**config.mk**
```make
export PLATFORM = sky130hd
export DESIGN_NAME = aec_cfg_regs
export DESIGN_NICKNAME = d
export VERILOG_FILES = /design/src/rtl/aec_pkg.sv /design/src/rtl/aec_cfg_regs.sv
export SDC_FILE = /design/constraint.sdc
export NUM_CORES = 1
export LEC_CHECK = 0
export ABC_AREA = 1
export BUFFER_PORTS_ARGS = -buffer_cell sky130_fd_sc_hd__buf_2
export CAP_MARGIN = 30
export CORE_ASPECT_RATIO = 1.4
export CORE_UTILIZATION = 30
export CTS_CLUSTER_SIZE = 24
export DETAILED_ROUTE_END_ITERATION = 8
export PLACE_DENSITY = 0.6
export RECOVER_POWER = 25
export SLEW_MARGIN = 20
export SYNTH_ARGS = -nofsm -noshare
export SYNTH_HDL_FRONTEND = slang
export SYNTH_SLANG_ARGS = --single-unit
```
**constraint.sdc**
```tcl
create_clock -name clk -period 1.15 [get_ports clk]
set_clock_uncertainty 0.15 [all_clocks]
set_input_delay 0.1725 -clock clk [delete_from_list [all_inputs] [get_ports clk]]
set_output_delay 0.1725 -clock clk [all_outputs]
set_load 0.005 [all_outputs]
```
**src/rtl/aec_pkg.sv**
```systemverilog
// Shared types and constants for the audio effect chain.
// Holds the register map, the configuration record, the sequencer states
// and the fixed-point constants. Depends on nothing.
package aec_pkg;

  localparam int CFG_IDX_BITS  = 3;
  localparam int CFG_DATA_BITS = 32;

  // Width of the unsigned-factor operand of the shared multiplier (signed).
  localparam int MUL_B_BITS = 21;

  // Unity in Q1.16 / Q4.16.
  localparam logic [16:0] Q16_ONE = 17'd65536;

  // Division by ten of the mix numerator: (v * MIX_RECIP) >> MIX_SHIFT is exact
  // for every numerator below 2^20.
  localparam logic [19:0] MIX_RECIP = 20'd838861;
  localparam int          MIX_SHIFT = 23;

  // Stage enable bit positions.
  localparam int EN_GAIN  = 0;
  localparam int EN_COMP  = 1;
  localparam int EN_MIX   = 2;
  localparam int EN_DELAY = 3;

  typedef enum logic [CFG_IDX_BITS-1:0] {
    REG_STAGE_ENABLES  = 3'd0,
    REG_FLAT_GAIN      = 3'd1,
    REG_COMP_THRESHOLD = 3'd2,
    REG_COMP_SLOPE     = 3'd3,
    REG_COMP_OUT_GAIN  = 3'd4,
    REG_MIX_WET        = 3'd5,
    REG_DELAY_LENGTH   = 3'd6,
    REG_DELAY_GAINS    = 3'd7
  } reg_idx_t;

  typedef struct packed {
    logic [3:0]  stage_enables;
    logic [19:0] flat_gain;
    logic [22:0] comp_threshold;
    logic [16:0] comp_slope;
    logic [19:0] comp_out_gain;
    logic [16:0] mix_wet;
    logic [16:0] delay_length;
    logic [31:0] delay_gains;
  } cfg_t;

  localparam cfg_t CFG_RESET = '{
    stage_enables:  4'd0,
    flat_gain:      20'd65536,
    comp_threshold: 23'd838861,
    comp_slope:     17'd16384,
    comp_out_gain:  20'd65536,
    mix_wet:        17'd32768,
    delay_length:   17'd12000,
    delay_gains:    32'd1717050
  };

  typedef enum logic [3:0] {
    ST_IDLE,
    ST_GAIN_MUL,
    ST_GAIN_RND,
    ST_COMP_MUL,
    ST_COMP_ADD,
    ST_MK_MUL,
    ST_MK_RND,
    ST_MIX_DIV,
    ST_MIX_MUL,
    ST_MIX_RND,
    ST_DLY_RD,
    ST_DLY_MUL1,
    ST_DLY_MUL2,
    ST_DLY_MUL3,
    ST_DLY_WR,
    ST_OUT
  } state_t;

endpackage

```
**src/rtl/aec_cfg_regs.sv**
```systemverilog
// Configuration register file of the audio effect chain.
// Decodes register writes into the cfg_t record. Depends on aec_pkg.
module aec_cfg_regs (
  input  logic                              clk,
  input  logic                              rst_n,
  input  logic                              wr_en,
  input  logic [aec_pkg::CFG_IDX_BITS-1:0]  wr_index,
  input  logic [aec_pkg::CFG_DATA_BITS-1:0] wr_data,
  output aec_pkg::cfg_t                     cfg
);

  aec_pkg::cfg_t cfg_r;

  always_ff @(posedge clk) begin
    if (!rst_n) begin
      cfg_r <= aec_pkg::CFG_RESET;
    end else if (wr_en) begin
      unique case (aec_pkg::reg_idx_t'(wr_index))
        aec_pkg::REG_STAGE_ENABLES:  cfg_r.stage_enables  <= wr_data[3:0];
        aec_pkg::REG_FLAT_GAIN:      cfg_r.flat_gain      <= wr_data[19:0];
        aec_pkg::REG_COMP_THRESHOLD: cfg_r.comp_threshold <= wr_data[22:0];
        aec_pkg::REG_COMP_SLOPE:     cfg_r.comp_slope     <= wr_data[16:0];
        aec_pkg::REG_COMP_OUT_GAIN:  cfg_r.comp_out_gain  <= wr_data[19:0];
        aec_pkg::REG_MIX_WET:        cfg_r.mix_wet        <= wr_data[16:0];
        aec_pkg::REG_DELAY_LENGTH:   cfg_r.delay_length   <= wr_data[16:0];
        aec_pkg::REG_DELAY_GAINS:    cfg_r.delay_gains    <= wr_data;
      endcase
    end
  end

  assign cfg = cfg_r;

endmodule

```
==> results of run 1 <==
[cells in the mapped netlist, drive strengths merged]
master	count
nor2	246
nand2	210
dfxtp	150
nand3	129
buf	40
inv	39
clkbuf	10
o21ai	3
[kinds of logic after synthesis]
logic type      synth area share (%)
compound gates                 0.259
buf+inv                         6.86
flops                           51.7
simple gates                    41.1
[report_power, final]
part	switching, uW	leakage, uW	internal, uW	total [uW]
clock network	2230	0.000283	3470	5700
logic	788	0.00275	710	1500
registers	113	0.00126	5420	5530
total	3130	0.00430	9600	12700
[through the flow]
stage / hold slack, ns / total power (uW) / TNS (ns) / std cells
after floorplan: 0.136 / 6210 / 0 / 827
after detailed placement: 0.248 / 6940 / -16.50 / 1259
after global routing: 0.0692 / 13200 / -10.01 / 1334
after global placement: 0.235 / 6920 / -14.66 / 1259
final: 0.0666 / 12700 / -4.60 / 1334
after CTS: 0.0517 / 12800 / -7.62 / 1327
[layout by cell type (no fill, tap or decap)]
| cell type | instances |
|---|---|
| nor2_4 | 1 |
| bufinv_16 | 3 |
| clkbuf_16 | 17 |
| inv_2 | 3 |
| clkbuf_1 | 4 |
| nor2_2 | 3 |
| buf_4 | 35 |
| buf_12 | 23 |
| clkinvlp_4 | 5 |
| buf_2 | 131 |
| clkinv_2 | 2 |
| clkbuf_2 | 3 |
| nand2_1 | 209 |
| nand3_1 | 129 |
| o21ai_0 | 3 |
| nand2_2 | 1 |
| inv_6 | 3 |
| nor2_1 | 242 |
| clkbuf_4 | 2 |
| clkbuf_8 | 1 |
| dlygate4sd3_1 | 32 |
| inv_1 | 34 |
| dfxtp_2 | 150 |
| buf_6 | 54 |
[per-layer routing]
layer	global-route usage [%]	routed length [um]	vias to the layer above
met3	4.55	1020	32
met1	24.4	8270	2766
met5	0	0	-
met4	8.97	583	0
li1	-	-	3051
met2	36.8	10700	160
[final timing paths]
check,startpoint,endpoint,slack (ns),depth (start not counted)
worst max-delay path,wr_data[16],cfg[48]$_SDFFE_PN0P_,-0.08,6
worst min-delay path,wr_index[1],cfg[64]$_SDFFE_PN1P_,0.07,5
worst max register to register,cfg[66]$_SDFFE_PN0P_,cfg[66]$_SDFFE_PN0P_,0.15,4
worst min register to register,cfg[13]$_SDFFE_PN1P_,cfg[13]$_SDFFE_PN1P_,0.30,2
[repair_timing]
item                                   4_1_cts  5_1_grt
setup buffers                                5        7
endpoints found under the hold margin       47        0
setup endpoints to repair                  150      160
pin swaps                                    0        0
hold buffers                                32        0
gates resized for setup                    186       24
[critical path: stages]
cell           delay (ns)
dlygate4sd3_1        0.52
clkbuf_1             0.24
inv_1                0.21
nand3_1              0.14
nand2_1              0.07
nor2_1               0.09
[final cells by class]
class	instances	area (um2)	area share (%)
Tap cell	244	305	3.40
Sequential cell	150	3190	35.5
Multi-Input combinational cell	588	2390	26.6
Clock inverter	11	149	1.66
Timing Repair Buffer	282	2340	26.1
Clock buffer	20	447	4.97
Inverter	39	154	1.71
==> impl_metrics.py, run 1 <==
metrics = {
    "global_route": {
        "grt_pass1_vias": 5622,
        "grt_max_degree": 42,
        "grt_overflow": 0,
        "grtUsageTotal_pct": 21.0,
        "antenna_found_initial": 0,
        "grt_pass1_wl_um": 31500,
    },
    "status": {
        "violations": "setup timing",
        "status": "finished with violations",
    },
    "layout": {
        "num-fill-cells": 1909,
        "antenna_cells": 0,
        "finish.net_count": 1116,
        "drive_gt1_share_pct": 40.1,
        "syn2layout_area_growth_pct": 54.7,
        "final_area_mm2": 0.00898,
        "final_util_pct": 47.9,
        "largest_reg_flops": 150,
    },
    "clock_tree": {
        "cts_root_buffer": "clkbuf_16",
        "clk_pin_slew_ns": 0.06,
        "cts_buffers": 17,
        "cts_buffer_depth": 2,
        "h-tree-depth": 4,
        "cts_tree": "done",
        "clock_latency_ns": 0.42,
        "cts_num_sinks": 150,
    },
    "sta": {
        "fin_ws_ns": -0.0751,
        "worst_slew_pin_slew_ns": 0.426,
        "maxSlewHeadroom_pct": 71.6,
        "hold_viol_final": 0,
        "max_freq_ghz": 0.816,
        "fin_crit_ns": 1.23,
        "finalCritPeriodShare_pct": 107,
        "setup_violations": 155,
        "drv_slew": 0,
        "rsz0062_at_grt": "true",
    },
    "synth": {
        "yosysTopAreaCell": "dfxtp_1",
        "ys_seq_elements": 150,
        "synth.distinct_cells": 14,
        "yosysSeqAreaShare_pct": 51.7,
        "synth.top_cells.by_area": "dfxtp_1 52%, nor2_1 15%, nand2_1 14%, nand3_1 11%, inv_1 2.5%",
        "synth_cells": 827,
        "syn_nets": 865,
        "yosysWarnings": 0,
        "syn_avg_cell_area_um2": 7.02,
        "synthesis.area_mm2": 0.00580,
        "synth_top_area_share_pct": 51.7,
    },
    "route": {
        "antenna_left": 0,
        "via_count": 6009,
        "drt-initial-drc-count": 349,
        "wl_per_cell_um": 15.4,
        "vias_per_cell": 4.50,
        "finalWirelength_um": 20600,
        "route.detailed.drc": 0,
        "firstDrtPassIters": 5,
    },
    "hold_path": {
        "hold_class": "in2reg",
    },
    "pwr": {
        "p_leak_uw": 0.00430,
        "ir_worst_vdd_mv": 1.06,
        "p_per_area_mw_per_mm2": 1420,
    },
    "setup_path": {
        "start_kind": "primary input",
        "required_ns": 1.35,
        "criticalPathCategory": "in2reg",
        "worstPathArrival_ns": 1.43,
        "path_max_fanout": 5,
        "end_kind": "flip-flop",
    },
    "placement": {
        "place.gp.congestion": 0.822,
        "io_buffers": 187,
        "place_ws_ns": -0.221,
        "hpwl_um": 14000,
        "placed_area_mm2": 0.00751,
    },
    "floorplanning": {
        "fp.coreArea_mm2": 0.0188,
        "die-area_mm2": 0.0199,
        "die_y_um": 167,
        "rows": 59,
        "start_util_pct": 30.9,
        "die_w_um": 120,
        "ios": 188,
    },
    "run": {
        "max-cap-violations": 0,
    },
}
(Power assumes the default switching activity.)
==> run 2: changes to the inputs <==
--- a/config.mk
+++ b/config.mk
@@ -5,14 +5,13 @@
 export SDC_FILE = /design/constraint.sdc
 export NUM_CORES = 1
 export LEC_CHECK = 0
-export ABC_AREA = 1
 export BUFFER_PORTS_ARGS = -buffer_cell sky130_fd_sc_hd__buf_2
 export CAP_MARGIN = 30
 export CORE_ASPECT_RATIO = 1.4
 export CORE_UTILIZATION = 30
 export CTS_CLUSTER_SIZE = 24
 export DETAILED_ROUTE_END_ITERATION = 8
-export PLACE_DENSITY = 0.6
+export PLACE_DENSITY = 0.51
 export RECOVER_POWER = 25
 export SLEW_MARGIN = 20
 export SYNTH_ARGS = -nofsm -noshare
==> run 2 against run 1 <==
  * The run still ends with setup timing left
  * Combinational power down 29%
  * Design area up 1.3%
  * Sequential cell count unchanged
  * Die area rose by 0.64%
  * Critical path depth shrank 5
  * Clock power grew 2%
  * Critical path type is now reg2out
  * Largest power group unchanged
==> impl_metrics.py, run 2 <==
metrics = {
    "setup_path": {
        "max_stage_delay_ns": 0.36,
        "worstPathArrival_ns": 0.88,
        "cp_top_family": "flip-flops",
        "crit_chain": "buf_6",
        "end_kind": "output pin",
        "critPathSlowestCell": "dfxtp_2",
        "criticalPathCategory": "reg2out",
        "rrSetupSlack_ns": 0.22,
        "cp.depth": 1,
        "start_kind": "flip-flop",
        "path_max_fanout": 2,
        "path_buf_inv": 1,
        "required_ns": 0.83,
        "worstRegToRegCells": 3,
    },
    "sta": {
        "fin_ws_ns": -0.0514,
        "setup_violations": 153,
        "fin_crit_ns": 1.20,
        "max_freq_ghz": 0.832,
        "maxSlewHeadroom_pct": 72.3,
        "setup_tns_ns": -4.43,
        "drv_slew": 0,
        "rsz0062_at_grt": "true",
        "finalCritPeriodShare_pct": 104,
        "worst_slew_pin_slew_ns": 0.415,
        "hold_viol_final": 0,
    },
    "global_route": {
        "grt_overflow": 0,
        "antenna_found_initial": 0,
        "grtUsageTotal_pct": 17.8,
        "grt_pass1_vias": 4791,
        "grt_max_degree": 33,
        "grt_pass1_wl_um": 26700,
    },
    "route": {
        "antenna_left": 0,
        "drt-initial-drc-count": 138,
        "wl_per_cell_um": 16.4,
        "vias_per_cell": 4.39,
        "firstDrtPassIters": 4,
        "route.detailed.drc": 0,
        "finalWirelength_um": 17700,
        "via_count": 4731,
    },
    "synth": {
        "syn_avg_cell_area_um2": 10.5,
        "yosysSeqAreaShare_pct": 51.4,
        "async_reset_ff_share_pct": 0,
        "synth_ff_type": "dfxtp_1",
        "synth.distinct_cells": 19,
        "synth_top_area_share_pct": 51.4,
        "yosysTopAreaCell": "dfxtp_1",
        "synthesis.area_mm2": 0.00584,
        "synth.top_cells.by_area": "dfxtp_1 51%, mux2i_1 26%, nand2_1 9.6%, nor2b_1 5.8%, buf_6 1.5%",
        "synth_common_cells": "150 x dfxtp_1, 150 x mux2i_1, 149 x nand2_1",
        "synth_enable_flop_cells": 0,
        "ys_seq_elements": 150,
        "synth_cells": 556,
        "syn_nets": 594,
        "yosysWarnings": 0,
    },
    "placement": {
        "hpwl_um": 12600,
        "placed_area_mm2": 0.00735,
        "io_buffers": 187,
        "place.gp.congestion": 0.764,
    },
    "clock_tree": {
        "clock_latency_ns": 0.42,
        "cts_buffers": 17,
        "cts_tree": "done",
        "cts_root_buffer": "clkbuf_16",
        "h-tree-depth": 4,
        "clk_pin_slew_ns": 0.06,
        "cts_buffer_depth": 2,
        "cts_num_sinks": 150,
    },
    "pwr": {
        "p_per_area_mw_per_mm2": 1350,
        "ir_worst_vdd_mv": 0.862,
        "p_leak_uw": 0.00440,
    },
    "floorplanning": {
        "start_util_pct": 30.5,
        "die_y_um": 167,
        "die_w_um": 120,
        "ios": 188,
        "fp.coreArea_mm2": 0.0191,
        "die-area_mm2": 0.0200,
        "rows": 60,
    },
    "layout": {
        "antenna_cells": 0,
        "syn2layout_area_growth_pct": 55.7,
        "largest_reg_flops": 150,
        "drive_gt1_share_pct": 52.3,
        "final_cell_mix": "150 x mux2i_1, 150 x dfxtp_2, 149 x nand2_1",
        "num-fill-cells": 1796,
        "final_area_mm2": 0.00909,
        "final_util_pct": 47.5,
        "finish.net_count": 855,
    },
    "status": {
        "status": "finished with violations",
        "violations": "setup timing",
    },
    "hold_path": {
        "whs_path_depth": 4,
        "hold_class": "in2reg",
    },
    "run": {
        "max-cap-violations": 0,
    },
}
## run 2: cell types whose count changed after synthesis, sizes merged, moves of 15 or more
cell   before  now
inv        39    0
mux2i       0  150
nand3     129    0
buf        40   25
nand2     210  149
nor2b       0   54
nor2      246    0
## run 2: path summary, 6_finish.rpt
check,start,end
worst max register to register,cfg[12]$_SDFFE_PN1P_,cfg[12]$_SDFFE_PN1P_
worst min-delay path,rst_n,cfg[28]$_SDFFE_PN0P_
worst min register to register,cfg[28]$_SDFFE_PN0P_,cfg[28]$_SDFFE_PN0P_
worst max-delay path,cfg[144]$_SDFFE_PN0P_,cfg[144]
## run 2: area by class of cell
type	count	area (um2)	share of cell area (%)
tap	248	310	3.41
multi-input combinational	364	2560	28.1
timing repair buffer	284	2420	26.6
clock inverter	11	149	1.64
clock buffer	21	470	5.17
sequential	150	3190	35.1
## run 2: report_power, final
part,internal [uW],total [uW],switching [uW]
logic,577,1070,495
clock network,3590,5790,2200
registers,5330,5410,74.6
## run 2: routing by layer
| metal | part of all wire, % | GRT usage, % | wire [um] |
|---|---|---|---|
| met1 | 39 | 18.6 | 6940 |
| met2 | 55 | 33.8 | 9660 |
| met3 | 4.0 | 4.90 | 713 |
| met4 | 1.9 | 5.71 | 341 |
| met5 | 0 | 0 | 0 |
## run 2: through the flow
stage,hold WS (ns),worst slack (ns),total power [uW],cells
5_1_grt,0.0359,-0.0891,12700,1078
6_report,0.0416,-0.0514,12300,1078
3_5_place_dp,0.279,-0.228,6410,985
4_1_cts,0.0214,-0.0822,12400,1062
3_3_place_gp,0.277,-0.149,6390,985
2_1_floorplan,0.165,-0.0514,5950,556
## run 2: kinds of logic (layout without fill, tap and decap cells)
logic type / after synthesis / count (layout) / share of synthesized area [%]
and+or+nand+nor: 214 / 214 / 18.0
DFF: 150 / 150 / 51.4
muxes: 150 / 150 / 25.7
buffers and inverters: 42 / 316 / 4.86
## run 2: timing repair
item / CTS / global route
hold buffers: 32 / 0
setup buffers: 13 / 16
hold endpoints to repair: 55 / 0
gates cloned: 0 / 0
endpoints found under the setup margin: 150 / 150
gates resized for setup: 182 / 38
==> run 3: changes to the inputs <==
--- a/config.mk
+++ b/config.mk
@@ -11,7 +11,7 @@
 export CORE_UTILIZATION = 30
 export CTS_CLUSTER_SIZE = 24
 export DETAILED_ROUTE_END_ITERATION = 8
-export PLACE_DENSITY = 0.51
+export PLACE_DENSITY = 0.63
 export RECOVER_POWER = 25
 export SLEW_MARGIN = 20
 export SYNTH_ARGS = -nofsm -noshare
==> run 3 against run 2 <==
  * The flow still finishes with violations (setup timing)
  * Clock power fell by 6.4%
  * Design area fell by 1.7%
  * Setup slack improved by 0.0023 ns
  * Register-to-register slack improved by 0.06 ns
  * Non-clock buffer count fell by 15
  * Sequential cell count did not move
  * Via count fell by 0.61%
  * Largest cell class unchanged
==> impl_metrics.py, run 3 (same netlist as run 2, synthesis figures left out) <==
metrics = {
    "global_route": {
        "grt_pass1_vias": 4740,
        "grtUsageTotal_pct": 17.6,
        "antenna_found_initial": 0,
        "grt_pass1_wl_um": 26400,
        "grt_max_degree": 39,
        "grt_overflow": 0,
    },
    "layout": {
        "regArea_mm2": 0.00319,
        "multiInputGateArea_mm2": 0.00255,
        "drive_gt1_share_pct": 51.2,
        "final_util_pct": 46.7,
        "antenna_cells": 0,
        "syn2layout_area_growth_pct": 53.1,
        "largest_reg_flops": 150,
        "stdcell_count": 1063,
        "finish.net_count": 840,
        "final_cell_mix": "150 x mux2i_1, 150 x dfxtp_2, 149 x nand2_1",
        "num-fill-cells": 1789,
    },
    "setup_path": {
        "start_kind": "flip-flop",
        "required_ns": 0.83,
        "criticalPathCategory": "reg2out",
        "end_kind": "output pin",
        "path_buf_inv": 1,
        "cp_top_family": "flip-flops",
        "rrSetupSlack_ns": 0.28,
        "max_stage_delay_ns": 0.35,
        "critPathSlowestCell": "dfxtp_2",
        "worstPathArrival_ns": 0.88,
        "path_max_fanout": 2,
        "crit_chain": "buf_2",
    },
    "clock_tree": {
        "clock_latency_ns": 0.42,
        "cts_buffer_depth": 2,
        "cts_num_sinks": 150,
        "h-tree-depth": 4,
        "cts_root_buffer": "clkbuf_16",
        "clk_pin_slew_ns": 0.07,
        "cts_buffers": 17,
        "cts_tree": "done",
    },
    "pwr": {
        "ir_worst_vdd_mv": 0.782,
        "finalPower_uw": 11900,
        "p_per_area_mw_per_mm2": 1330,
        "p_leak_uw": 0.00430,
    },
    "sta": {
        "rsz0062_at_grt": "true",
        "finalCritPeriodShare_pct": 104,
        "drv_slew": 0,
        "worst_slew_pin_slew_ns": 0.460,
        "fin_ws_ns": -0.0491,
        "fin_crit_ns": 1.20,
        "maxSlewHeadroom_pct": 69.3,
        "max_freq_ghz": 0.834,
        "setup_violations": 151,
        "hold_viol_final": 0,
    },
    "floorplanning": {
        "die-area_mm2": 0.0200,
        "die_w_um": 120,
        "die_y_um": 167,
        "start_util_pct": 30.5,
        "rows": 60,
        "ios": 188,
        "fp.coreArea_mm2": 0.0191,
    },
    "route": {
        "vias_per_cell": 4.42,
        "wl_per_cell_um": 16.6,
        "route.detailed.drc": 0,
        "drt-initial-drc-count": 136,
        "antenna_left": 0,
        "firstDrtPassIters": 4,
        "finalWirelength_um": 17600,
        "via_count": 4702,
    },
    "run": {
        "max-cap-violations": 0,
    },
    "status": {
        "status": "finished with violations",
        "violations": "setup timing",
    },
    "placement": {
        "place.gp.congestion": 0.806,
        "place_inst": 990,
        "hpwl_um": 12200,
        "place_ws_ns": -0.196,
        "io_buffers": 187,
    },
    "hold_path": {
        "hold_class": "in2reg",
    },
}
[run 3: cell type report]
cell class	instances	share of cell area [%]
Clock buffer	19	4.84
Clock inverter	13	1.48
Multi-Input combinational cell	364	28.5
Sequential cell	150	35.7
Tap cell	248	3.47
Timing Repair Buffer	269	26.0
[run 3: timing repair]
action	4_1_cts	5_1_grt
endpoints found under the hold margin	52	0
endpoints found under the setup margin	150	150
resized for setup	184	42
buffers inserted	1	7
hold buffers	33	0
[run 3: worst paths after layout]
check / startpoint / endpoint / cells past startpoint
max: cfg[105]$_SDFFE_PN1P_ / cfg[105] / 1
max reg2reg: cfg[122]$_SDFFE_PN1P_ / cfg[122]$_SDFFE_PN1P_ / 3
min reg2reg: cfg[26]$_SDFFE_PN0P_ / cfg[26]$_SDFFE_PN0P_ / 2
min: rst_n / cfg[123]$_SDFFE_PN0P_ / 4
[run 3: power by group]
group,internal (uW),switching (uW)
clock network,3180,2240
registers,5330,70.8
logic,568,502
[run 3: per-layer routing]
| metal | routed length [um] | track usage, % | vias to the layer above |
|---|---|---|---|
| li1 | - | - | 2324 |
| met1 | 7110 | 19.3 | 2238 |
| met2 | 9290 | 31.7 | 121 |
| met3 | 823 | 4.46 | 19 |
| met5 | 0 | 0 | - |
| met4 | 405 | 7.34 | 0 |
[run 3: metrics by stage]
stage / area (um2) / hold slack [ns] / setup TNS (ns)
global placement: 7400 / 0.275 / -16.08
detailed placement: 7400 / 0.280 / -18.73
finish: 8940 / 0.0598 / -3.04
CTS: 8760 / 0.0380 / -6.70
global route: 8940 / 0.0542 / -7.99
floorplan: 5880 / 0.165 / -1.31
